$ cat config.mk
export PLATFORM = sky130hd
export DESIGN_NAME = swm_seq
export DESIGN_NICKNAME = d
export VERILOG_FILES = /design/src/swm_pkg.sv /design/src/swm_seq.sv
export SDC_FILE = /design/constraint.sdc
export NUM_CORES = 1
export LEC_CHECK = 0
export BUFFER_PORTS_ARGS = -buffer_cell sky130_fd_sc_hd__buf_2
export CAP_MARGIN = 20
export CELL_PAD_IN_SITES_DETAIL_PLACEMENT = 1
export CELL_PAD_IN_SITES_GLOBAL_PLACEMENT = 1
export CORE_ASPECT_RATIO = 1.25
export CORE_MARGIN = 2
export CORE_UTILIZATION = 38
export CTS_CLUSTER_DIAMETER = 40
export CTS_CLUSTER_SIZE = 25
export DETAILED_ROUTE_END_ITERATION = 8
export GPL_TIMING_DRIVEN = 0
export HOLD_SLACK_MARGIN = 0.15
export PLACE_DENSITY = 0.83
export SYNTH_ARGS = -nofsm -noshare
export SYNTH_HDL_FRONTEND = slang
export SYNTH_SLANG_ARGS = --single-unit
$ cat constraint.sdc
create_clock -name clk_i -period 3.8 [get_ports clk_i]
set_input_delay 0.19 -clock clk_i [delete_from_list [all_inputs] [get_ports clk_i]]
set_output_delay 0.19 -clock clk_i [all_outputs]
set_load 0.01 [all_outputs]
$ cat src/swm_pkg.sv
// Shared types and constants of the sliding window midpoint block.
`timescale 1ns / 1ps

package swm_pkg;

  // Width and reset value of the window length register
  localparam int unsigned CfgWidth = 9;
  localparam logic [CfgWidth-1:0] LenReset = 9'd14;

  // Width of one sample
  localparam int unsigned SampleWidth = 32;

  // One input item
  typedef struct packed {
    logic signed [SampleWidth-1:0] sample;
    logic                          restart;
    logic                          last_sample;
  } in_item_t;

  // One result item
  typedef struct packed {
    logic signed [SampleWidth:0] midpoint_x2;
    logic [31:0]                 position;
    logic                        final_res;
  } out_item_t;

  // Control broadcast from the sequencer to every cell
  typedef struct packed {
    logic shift;  // take the left neighbor's sample
    logic run;    // advance the max/min partials one cell
    logic start;  // seed the partial at the window's oldest cell
  } cell_ctrl_t;

  // Sequencer states
  typedef enum logic [2:0] {
    ST_IDLE   = 3'b001,
    ST_SWEEP  = 3'b010,
    ST_FINISH = 3'b100
  } seq_state_e;

endpackage

$ cat src/swm_seq.sv
// Sequencer: input handshake, series bookkeeping, sweep timing and result register.
`timescale 1ns / 1ps

module swm_seq #(
  parameter int unsigned WindowMax   = 256,
  parameter int unsigned LenWidth    = 9
) (
  input  logic                                   clk_i,
  input  logic                                   rst_ni,
  input  logic                                   in_valid_i,
  output logic                                   in_ready_o,
  input  swm_pkg::in_item_t                      in_data_i,
  output logic                                   out_valid_o,
  input  logic                                   out_ready_i,
  output swm_pkg::out_item_t                     out_data_o,
  input  logic [swm_pkg::CfgWidth-1:0]           cfg_len_i,
  output swm_pkg::cell_ctrl_t                    ctrl_o,
  output logic [LenWidth-1:0]                    len_o,
  input  logic signed [swm_pkg::SampleWidth-1:0] hi_i,
  input  logic signed [swm_pkg::SampleWidth-1:0] lo_i
);

  swm_pkg::seq_state_e state_q, state_d;
  logic [LenWidth-1:0] fill_q, fill_d, fill_base;
  logic [LenWidth-1:0] cnt_q, cnt_d;
  logic [31:0]         idx_q, idx_d, idx_base;
  logic [31:0]         pos_q, pos_d;
  logic                last_q, last_d;
  logic                first_q, first_d;
  logic                out_valid_q, out_valid_d;
  swm_pkg::out_item_t  out_q, out_d;
  logic [LenWidth-1:0] eff_len;
  logic                accept, slot_free;
  logic signed [swm_pkg::SampleWidth:0] sum;

  // Clamp the configured length into 1..WindowMax
  always_comb begin
    if (cfg_len_i == '0) begin
      eff_len = LenWidth'(1);
    end else if (32'(cfg_len_i) > 32'(WindowMax)) begin
      eff_len = LenWidth'(WindowMax);
    end else begin
      eff_len = LenWidth'(cfg_len_i);
    end
  end

  assign len_o      = eff_len;
  assign in_ready_o = (state_q == swm_pkg::ST_IDLE);
  assign accept     = in_valid_i && in_ready_o;
  assign slot_free  = !out_valid_q || out_ready_i;

  // Exact sum of maximum and minimum
  assign sum = {hi_i[swm_pkg::SampleWidth-1], hi_i} + {lo_i[swm_pkg::SampleWidth-1], lo_i};

  // Series bookkeeping starts over on restart
  assign fill_base = in_data_i.restart ? '0 : fill_q;
  assign idx_base  = in_data_i.restart ? '0 : idx_q;

  always_comb begin
    state_d     = state_q;
    fill_d      = fill_q;
    cnt_d       = cnt_q;
    idx_d       = idx_q;
    pos_d       = pos_q;
    last_d      = last_q;
    first_d     = first_q;
    out_valid_d = out_valid_q && !out_ready_i;
    out_d       = out_q;
    ctrl_o      = '0;
    unique case (state_q)
      swm_pkg::ST_IDLE: begin
        if (accept) begin
          ctrl_o.shift = 1'b1;
          fill_d = (32'(fill_base) < 32'(WindowMax)) ? fill_base + LenWidth'(1) : fill_base;
          idx_d  = idx_base + 32'd1;
          pos_d  = idx_base;
          last_d = in_data_i.last_sample;
          cnt_d  = eff_len - LenWidth'(1);
          first_d = 1'b1;
          // Sweep only once a full window has been seen
          if (fill_d >= eff_len) begin
            state_d = swm_pkg::ST_SWEEP;
          end
        end
      end
      swm_pkg::ST_SWEEP: begin
        // Advance the partial one cell toward cell 0
        ctrl_o.run   = 1'b1;
        ctrl_o.start = first_q;
        first_d      = 1'b0;
        if (cnt_q == '0) begin
          state_d = swm_pkg::ST_FINISH;
        end else begin
          cnt_d = cnt_q - LenWidth'(1);
        end
      end
      swm_pkg::ST_FINISH: begin
        // Hold until the result register frees up
        if (slot_free) begin
          out_valid_d       = 1'b1;
          out_d.position    = pos_q;
          out_d.final_res   = last_q;
          out_d.midpoint_x2 = sum;
          state_d = swm_pkg::ST_IDLE;
        end
      end
      default: begin
        state_d = swm_pkg::ST_IDLE;
      end
    endcase
  end

  // Control registers
  always_ff @(posedge clk_i or negedge rst_ni) begin
    if (!rst_ni) begin
      state_q     <= swm_pkg::ST_IDLE;
      fill_q      <= '0;
      idx_q       <= '0;
      cnt_q       <= '0;
      first_q     <= 1'b0;
      out_valid_q <= 1'b0;
    end else begin
      state_q     <= state_d;
      fill_q      <= fill_d;
      idx_q       <= idx_d;
      cnt_q       <= cnt_d;
      first_q     <= first_d;
      out_valid_q <= out_valid_d;
    end
  end

  // Payload registers
  always_ff @(posedge clk_i) begin
    pos_q  <= pos_d;
    last_q <= last_d;
    out_q  <= out_d;
  end

  assign out_valid_o = out_valid_q;
  assign out_data_o  = out_q;

endmodule

# Word-level counts from Yosys, hierarchy flattened
# Index checks and enable logic that the tools add are counted.
# totals
reg_bits,154
input_bits,111
out_inout_bits,80
word_cells,60
# op_classes
add_sub_neg,5
magnitude_cmp,3
n_eq_ne,8
mux,20
reduce_logical,13
# op_table
op,n
2-to-1 mux 9 bit,6
adder 32 x 32 -> 33 bit,1
"adder 32 x 1 -> 32 bit, second input constant",1
2-to-1 mux 32 bit,1
logical NOT 9 bit,2
case mux 9 bit (2 select lines),1
"subtractor 9 x 1 -> 9 bit, second input constant",2
2-to-1 mux 3 bit,4
"adder 9 x 1 -> 9 bit, second input constant",1
greater-or-equal comparator 9 bit,1
"> comparator 9 bit, second input constant",1
"< comparator 9 bit, second input constant",1
case mux 3 bit (3 select lines),1
"inequality test 2 bit, second input constant",3
AND reduction 2 bit,3
2-to-1 mux 1 bit,5
"inequality test 2 x 1 -> 1 bit, second input constant",2
AND reduction 4 bit,1
"== test 3 x 1 -> 1 bit, second input constant",1
"== test 3 x 2 -> 1 bit, second input constant",1
"== test 3 bit, second input constant",1
AND reduction 3 bit,1
logical AND 1 bit,2
logical NOT 1 bit,2
4 further kinds,4

# Logic depth before layout (Yosys ltp)
# Gate-level depths: netlist of the first run.
# depth
ltp_word,7
ltp_mapped,15
mapped_depth_nobuf,12

# Worst setup path before layout of the first run
# OpenSTA, ideal clock, no wires.
# synth_timing
path_type,register to register
start,reg state_q[1]
end,"reg out_q, in the netlist out_data_o[0] (enable)"
setup_time_ns,0.490
t_arrival_ns,3.615
required_time_ns,3.310
setup_slack_ns,-0.305
path_stages_with_launch,3
n_path_buf,0
period_less_slack_ns,4.105
path_cell_list,dfrtp_1 > or3b_2 > nor2_1
# synth_between
elab_chain_cells,2
# synth_lines
item,line,rtl
start: declaration,swm_seq.sv:23,"swm_pkg::seq_state_e state_q, state_d;"
start signal: assignment,swm_seq.sv:116,state_q <= swm_pkg::ST_IDLE;
start signal: assignment,swm_seq.sv:123,state_q <= state_d;
== test 3 bit,swm_seq.sv:70,unique case (state_q)
AND reduction 2 bit (no source line),--,
end signal: assignment,swm_seq.sv:136,out_q <= out_d;
end: declaration,swm_seq.sv:31,"swm_pkg::out_item_t out_q, out_d;"
# Every way passes these cells.
# A chain may end at the register's enable or synchronous reset.

# Worst setup path in the final report of the first run
# layout_timing
start,in in_data_i[1] (netlist name)
end,reg state_q[1]
# layout_between
elab_chain_cells,6
word_cells_on_any_way,7
cone_classes,add/sub: 1; order compare: 2; eq/ne: 1; mux: 2; reduce/logical: 1
# layout_lines
item,line,rtl
start: declaration,swm_seq.sv:12,"input swm_pkg::in_item_t in_data_i,"
2-to-1 mux 9 bit (*),swm_seq.sv:56,assign fill_base = in_data_i.restart ? '0 : fill_q;
adder 9 x 1 -> 9 bit or < comparator 9 bit (tied branches),swm_seq.sv:74,fill_d = (32'(fill_base) < 32'(WindowMax)) ? fill_base + LenWidth'(1) : fill_base;
2-to-1 mux 9 bit (*),swm_seq.sv:74,
greater-or-equal comparator 9 bit (*),swm_seq.sv:81,if (fill_d >= eff_len) begin
inequality test 2 x 1 -> 1 bit (no source line) (*),--,
AND reduction 4 bit (no source line) (*),--,
# Mark *: on every way between the ends. The rest lies on a longest branch, timed or not.

==> metrics, run 1 <==
die area=22800 um2; largest net degree at the start of global routing=39; Final Slew Violations=0; DRT antenna net count=0; cell-internal power=3.07 mW; core area=21400 um2; ys async rst share=0.357; Placer Congestion=0.844; drt first pass iters=4; First DRT Iteration DRCs=212; Post-synth top flop=edfxtp_1; Buf/Inv on CP=4; clock-pin transition on the worst setup and hold timing paths=0.07 ns; Ys Warns=0; period utilization=0.861; grt total ovfl=0; total track usage=0.187; Seq pwr share=0.463; multi-input logic area=3660 um2; Worst EP required=4.10 ns; final setup skew=0.00872 ns; Die H=168 um; PwrDens=420 nW/um2; Seq/Total Area, Yosys=0.529; Slowest-stage cell, CP=clkbuf_1; EDFF count, synth=99; Max Cap Viol=0; Hold/Removal Path Class=in -> reg; most used cell, CP=a21o_1; worst-margin pin slew=0.729 ns; static leakage=4.25 nW; Arr. time, crit path=3.57 ns; # IOs=191; syn_area_per_cell=10.6 um2; drc violations=0; fin worst setup slack=0.527 ns; Net Count, Synth=930; status=completed; Sw Pwr=1.16 mW; IO buf count=158; Chip Width=136 um; setup total negative slack=0 ns; Final Critical Period=3.27 ns; CTS tree=built; Slew headroom=0.510; Final Hold Vio Count=0; layout cell share with drive strength beyond 1=0.219; CP Class=in -> reg; DR vias/cell=5.28; cts bufs inserted=17; critical-path cell list=buf_2 > clkbuf_1 > clkbuf_1 > clkbuf_2 > nor2b_1 > ha_1 > nand2_1 > nor2_1 > a21oi_1 > o22a_1 > ha_1 > a21o_1 > a21o_1 > a21o_1 > a211oi_1 > o21ai_0; Setup crit end kind=register; Filler cells=2439; setup violators final=0; Clock Power Share=0.386; Via Count=6613; pre-CTS WS=-0.125 ns; post-synth cell types=67; CP max stage delay=0.43 ns; nature of the critical path startpoint=primary input; first-pass GRT wire length=33.9 mm; WL final=20.7 mm; unrepaired setup endpoints after global routing=false; Max Freq=306 MHz; CP Max Fanout=10; initial core utilization=0.384; CTS HTree Levels=4; post-DP HPWL=15.8 mm; Area Overhead vs Synth=22.4%; Yosys reg bits=154; clock sink count=154; Reg area=4350 um2; number of global-route vias before repair=7010; CTS Buffer Depth=2; Peak supply drop=0.000298 V; ant diodes=0; Post-Syn Area=8230 um2; Comb pwr share=0.152; Final Net Count=1116; post-synthesis cell count=774; CP top delay family=buffers and inverters; initial antenna violation count=0; sw frac=0.273; root buffer cell=clkbuf_16; row count=60; average wire per cell in the routed design=16.5 um; Skew-Pair Late Insertion Delay=0.42 ns
logic make-up after synthesis:
family,after synthesis,synth area share
AO/OA/AOI/OAI,184,0.140
buffers and inverters,55,0.0268
AND/OR/NAND/NOR,271,0.164
XOR/XNOR,58,0.0618
multiplexers,7,0.00913
flip-flops,154,0.529
adder cells (fa/ha/maj),45,0.0694
per-layer routing:
| metal | routed length [um] | global-route usage |
|---|---|---|
| met5 | 0 | 0 |
| met4 | 634 | 0.0802 |
| met3 | 946 | 0.0371 |
| met2 | 10900 | 0.348 |
| met1 | 8210 | 0.203 |
cell type report:
cell class                 count  area share
buffer                        30      0.0128
clock buffer                  17      0.0422
sequential                   154       0.432
timing repair buffer         167      0.0914
clock inverter                15      0.0139
multi-input combinational    565       0.364
tap                          279      0.0347
inverter                      25     0.00932
sequential cells by signal, summed over array words and instances, names as in the netlist:
signal	flops
out_data_o	66
out_valid_o	1
pos_q	32
fill_q	9
first_q	1
last_q	1
idx_q	32
cnt_q	9
state_q	3
metrics by stage:
step	std cells	power, mW	instance area, um2	hold WS (ns)	utilization
after floorplan	774	2.40	8230	-0.106	-
after global placement	1211	2.58	9370	0.370	0.438
after detailed placement	1215	2.62	9450	0.208	0.442
after CTS	1252	4.27	10100	0.170	0.471
after global routing	1252	4.42	10100	0.230	0.471
final	1252	4.23	10100	0.205	0.471
synth_stat cells (all sizes together), types with 7 or more instances:
master   n  area share
edfxtp  99        0.36
nor3    14      0.0085
a21oi   63       0.038
nand3   25       0.015
nor2b   35       0.027
ha      44       0.067
xnor2   29       0.031
nor2    45       0.021
nand4   13       0.011
and3     7      0.0053
o21ai   43       0.026
nand2b  13      0.0099
clkbuf  24       0.011
inv     24       0.011
xor2    29       0.031
nand2   96       0.044
a21o    22       0.020
dfrtp   54        0.16
worst reg2reg max path: stages (launching register included):
cell and delay [ns]:
dfrtp_1 0.43, or3b_1 0.39, clkbuf_1 0.19, inv_1 0.15
buf_2 0.23, buf_1 0.43, nor2_1 0.11, a21oi_1 0.15
ha_1 0.25, o21a_1 0.26, nand3_1 0.16, mux2i_1 0.15
a21oi_1 0.16, a21oi_1 0.05
cells in the final DEF (no fill, tap or decap), types with 3 or more instances in the layout:
cell type and n:
a211o_1 4, a211oi_1 4, a21o_1 22, a21oi_1 63, a31oi_1 6, and2_1 4
and3_1 7, and4_1 4, buf_12 4, buf_2 160, clkbuf_1 22, clkbuf_16 17
clkinv_2 3, clkinvlp_4 3, dfrtp_1 54, dlygate4sd3_1 5, edfxtp_1 99, ha_1 44
inv_1 24, inv_6 5, mux2_2 4, mux2i_1 3, nand2_1 96, nand2b_1 13
nand3_1 25, nand4_1 12, nor2_1 44, nor2b_1 35, nor3_1 14, o211ai_1 6
o21a_1 5, o21ai_0 42, o21bai_1 5, o31ai_1 5, or3_1 3, xnor2_1 29
xor2_1 29
worst paths after layout:
path / end / from / depth (start not counted) / slack, ns
worst max-delay path: state_q[1]$_DFFE_PN0P_ / in_data_i[1] / 16 / 0.53
worst min-delay path: cnt_q[3]$_DFFE_PN0P_ / cfg_len_i[3] / 3 / 0.21
worst max register to register: cnt_q[8]$_DFFE_PN0P_ / state_q[2]$_DFFE_PN0P_ / 13 / 0.55
worst min register to register: out_data_o[15]$_DFFE_PP_ / pos_q[14]$_DFFE_PP_ / 0 / 0.42
max in group asynchronous: state_q[0]$_DFFE_PN1P_ / rst_ni / 3 / 2.89
min in group asynchronous: idx_q[27]$_DFFE_PN0P_ / rst_ni / 2 / 0.27
power by group through the flow:
stage,Clock (mW),Sequential (mW),Combinational [mW]
floorplan,0,1.97,0.436
detailed placement,0,1.99,0.638
finish,1.63,1.96,0.641
global placement,0,1.98,0.602
CTS,1.67,1.95,0.647
global route,1.74,1.97,0.723
timing repair:
item                                    4_1_cts  5_1_grt
hold buffers                                  5        0
endpoints found under the setup margin        0        2
endpoints found under the hold margin        21        0
buffers inserted                              0        0
gates resized for setup                       0        2
Power figures use the tool's default switching activity.
==> run 2, diff against run 1 <==
Settings changed: PLACE_DENSITY 0.83 to default, PLACE_DENSITY_LB_ADDON from default to 0.1.
==> metrics, run 2 (synthesis results as in run 1) <==
root buffer cell=clkbuf_16; DR vias/cell=5.13; die area=22800 um2; post-layout util=0.471; First DRT Iteration DRCs=264; Final Hold Vio Count=0; max reg flops=66; fin worst setup slack=0.406 ns; post-DP HPWL=15.8 mm; initial core utilization=0.384; drc violations=0; drt first pass iters=6; worst r2r src=state_q[2]$_DFFE_PN0P_; cts bufs inserted=17; Max Freq=295 MHz; Setup crit end=state_q[1]$_DFFE_PN0P_; clock sink count=154; total track usage=0.187; status=completed; IO buf count=158; CP Max Fanout=10; reg2reg path depth=13; period utilization=0.893; static leakage=4.26 nW; Reg-to-Reg End=cnt_q[8]$_DFFE_PN0P_; row count=60; commonest non-fill, non-tap cell in the layout=buf_2; Area Overhead vs Synth=22.5%; Max Cap Viol=0; DRT antenna net count=0; # IOs=191; CP Class=in -> reg; initial antenna violation count=0; WL final=20.8 mm; PwrDens=422 nW/um2; setup total negative slack=0 ns; core area=21400 um2; Skew-Pair Late Insertion Delay=0.42 ns; first-pass GRT wire length=33.6 mm; grt total ovfl=0; Peak supply drop=0.000307 V; Chip Width=136 um; unrepaired setup endpoints after global routing=false; average wire per cell in the routed design=16.6 um; final setup skew=0.00902 ns; nature of the critical path startpoint=primary input; layout cell share with drive strength beyond 1=0.217; Final Slew Violations=0; Setup Buffers After CTS=0; Arr. time, crit path=3.69 ns; ant diodes=0; most frequent cells in the layout=buf_2 (160), edfxtp_1 (99), nand2_1 (96), a21oi_1 (63), dfrtp_1 (54); CTS tree=built; number of global-route vias before repair=6590; Slew headroom=0.490; CTS HTree Levels=4; Final Critical Period=3.39 ns; clock-pin transition on the worst setup and hold timing paths=0.06 ns; Filler cells=2454; largest net degree at the start of global routing=36; worst-margin pin slew=0.760 ns; crit path launch=in_data_i[1]; setup violators final=0; Hold/Removal Path Class=in -> reg; Worst EP required=4.10 ns; CTS Buffer Depth=2; FF-to-FF setup slack=0.50 ns; Final Net Count=1116; Setup crit end kind=register; Via Count=6428; Placer Congestion=0.804; pre-CTS WS=-0.296 ns; Die H=168 um
==> run 2: cell count changes in the layout (fill, tap and decap cells not counted), sizes merged <==
cell and change:
inv -5, clkbuf +3, bufinv +1, clkinv +1
==> run 2: timing repair <==
| action | 4_1_cts | 5_1_grt |
|---|---|---|
| resized for setup | 0 | 2 |
| hold buffers | 5 | 0 |
| endpoints found under the hold margin | 24 | 0 |
| endpoints found under the setup margin | 0 | 2 |
==> run 2: worst max-delay path, stage by stage <==
cell and delay [ns]:
buf_2 0.21, clkbuf_1 0.42, clkbuf_1 0.47, clkbuf_2 0.38, nor2b_1 0.09, ha_1 0.28
o21ai_0 0.12, nand2_1 0.10, ha_1 0.28, a21o_1 0.17, a21o_1 0.18, a21o_1 0.18
a21o_1 0.18, a211oi_1 0.31, o21ai_0 0.14
==> run 2: per-stage QoR <==
| stage | total power, mW | hold slack [ns] | instance area [um2] | std cells |
|---|---|---|---|---|
| floorplan | 2.40 | -0.106 | 8230 | 774 |
| global placement | 2.61 | 0.374 | 9370 | 1211 |
| detailed placement | 2.63 | 0.222 | 9450 | 1215 |
| CTS | 4.31 | 0.179 | 10100 | 1252 |
| global route | 4.46 | 0.230 | 10100 | 1252 |
| finish | 4.25 | 0.196 | 10100 | 1252 |
==> run 2: how the worst min path moves through the flow <==
stage                             from                     to  slack [ns]  cells past startpoint
after floorplan                 rst_ni   cnt_q[0]$_DFFE_PN0P_       -0.11                      0
final                     cfg_len_i[3]   cnt_q[3]$_DFFE_PN0P_        0.20                      3
after global routing      cfg_len_i[3]   cnt_q[3]$_DFFE_PN0P_        0.23                      3
after CTS                 cfg_len_i[3]   cnt_q[3]$_DFFE_PN0P_        0.18                      3
after global placement    in_data_i[0]       last_q$_DFFE_PP_        0.37                      1
after detailed placement        rst_ni  out_valid_o$_DFF_PN0_        0.22                      1
==> run 2: layout make-up <==
class | count | area (um2) | area share
Buffer | 30 | 129 | 0.0128
Clock buffer | 20 | 447 | 0.0443
Clock inverter | 12 | 125 | 0.0124
Inverter | 25 | 93.8 | 0.00931
Multi-Input combinational cell | 565 | 3660 | 0.363
Sequential cell | 154 | 4350 | 0.432
Tap cell | 279 | 349 | 0.0346
Timing Repair Buffer | 167 | 921 | 0.0914
==> run 2: routing by layer <==
metal,vias up,part of all wire,track usage
met4,0,0.013,0.0525
met1,3119,0.42,0.218
met5,-,0,0
met3,21,0.041,0.0347
li1,3160,-,-
met2,128,0.53,0.347
==> run 2: report_power, final <==
group	total, mW	internal, mW	switching (mW)	leakage [nW]
sequential	1.95	1.89	0.0625	1.66
combinational	0.636	0.267	0.369	2.32
clock	1.66	0.981	0.680	0.276
total	4.25	3.14	1.11	4.26
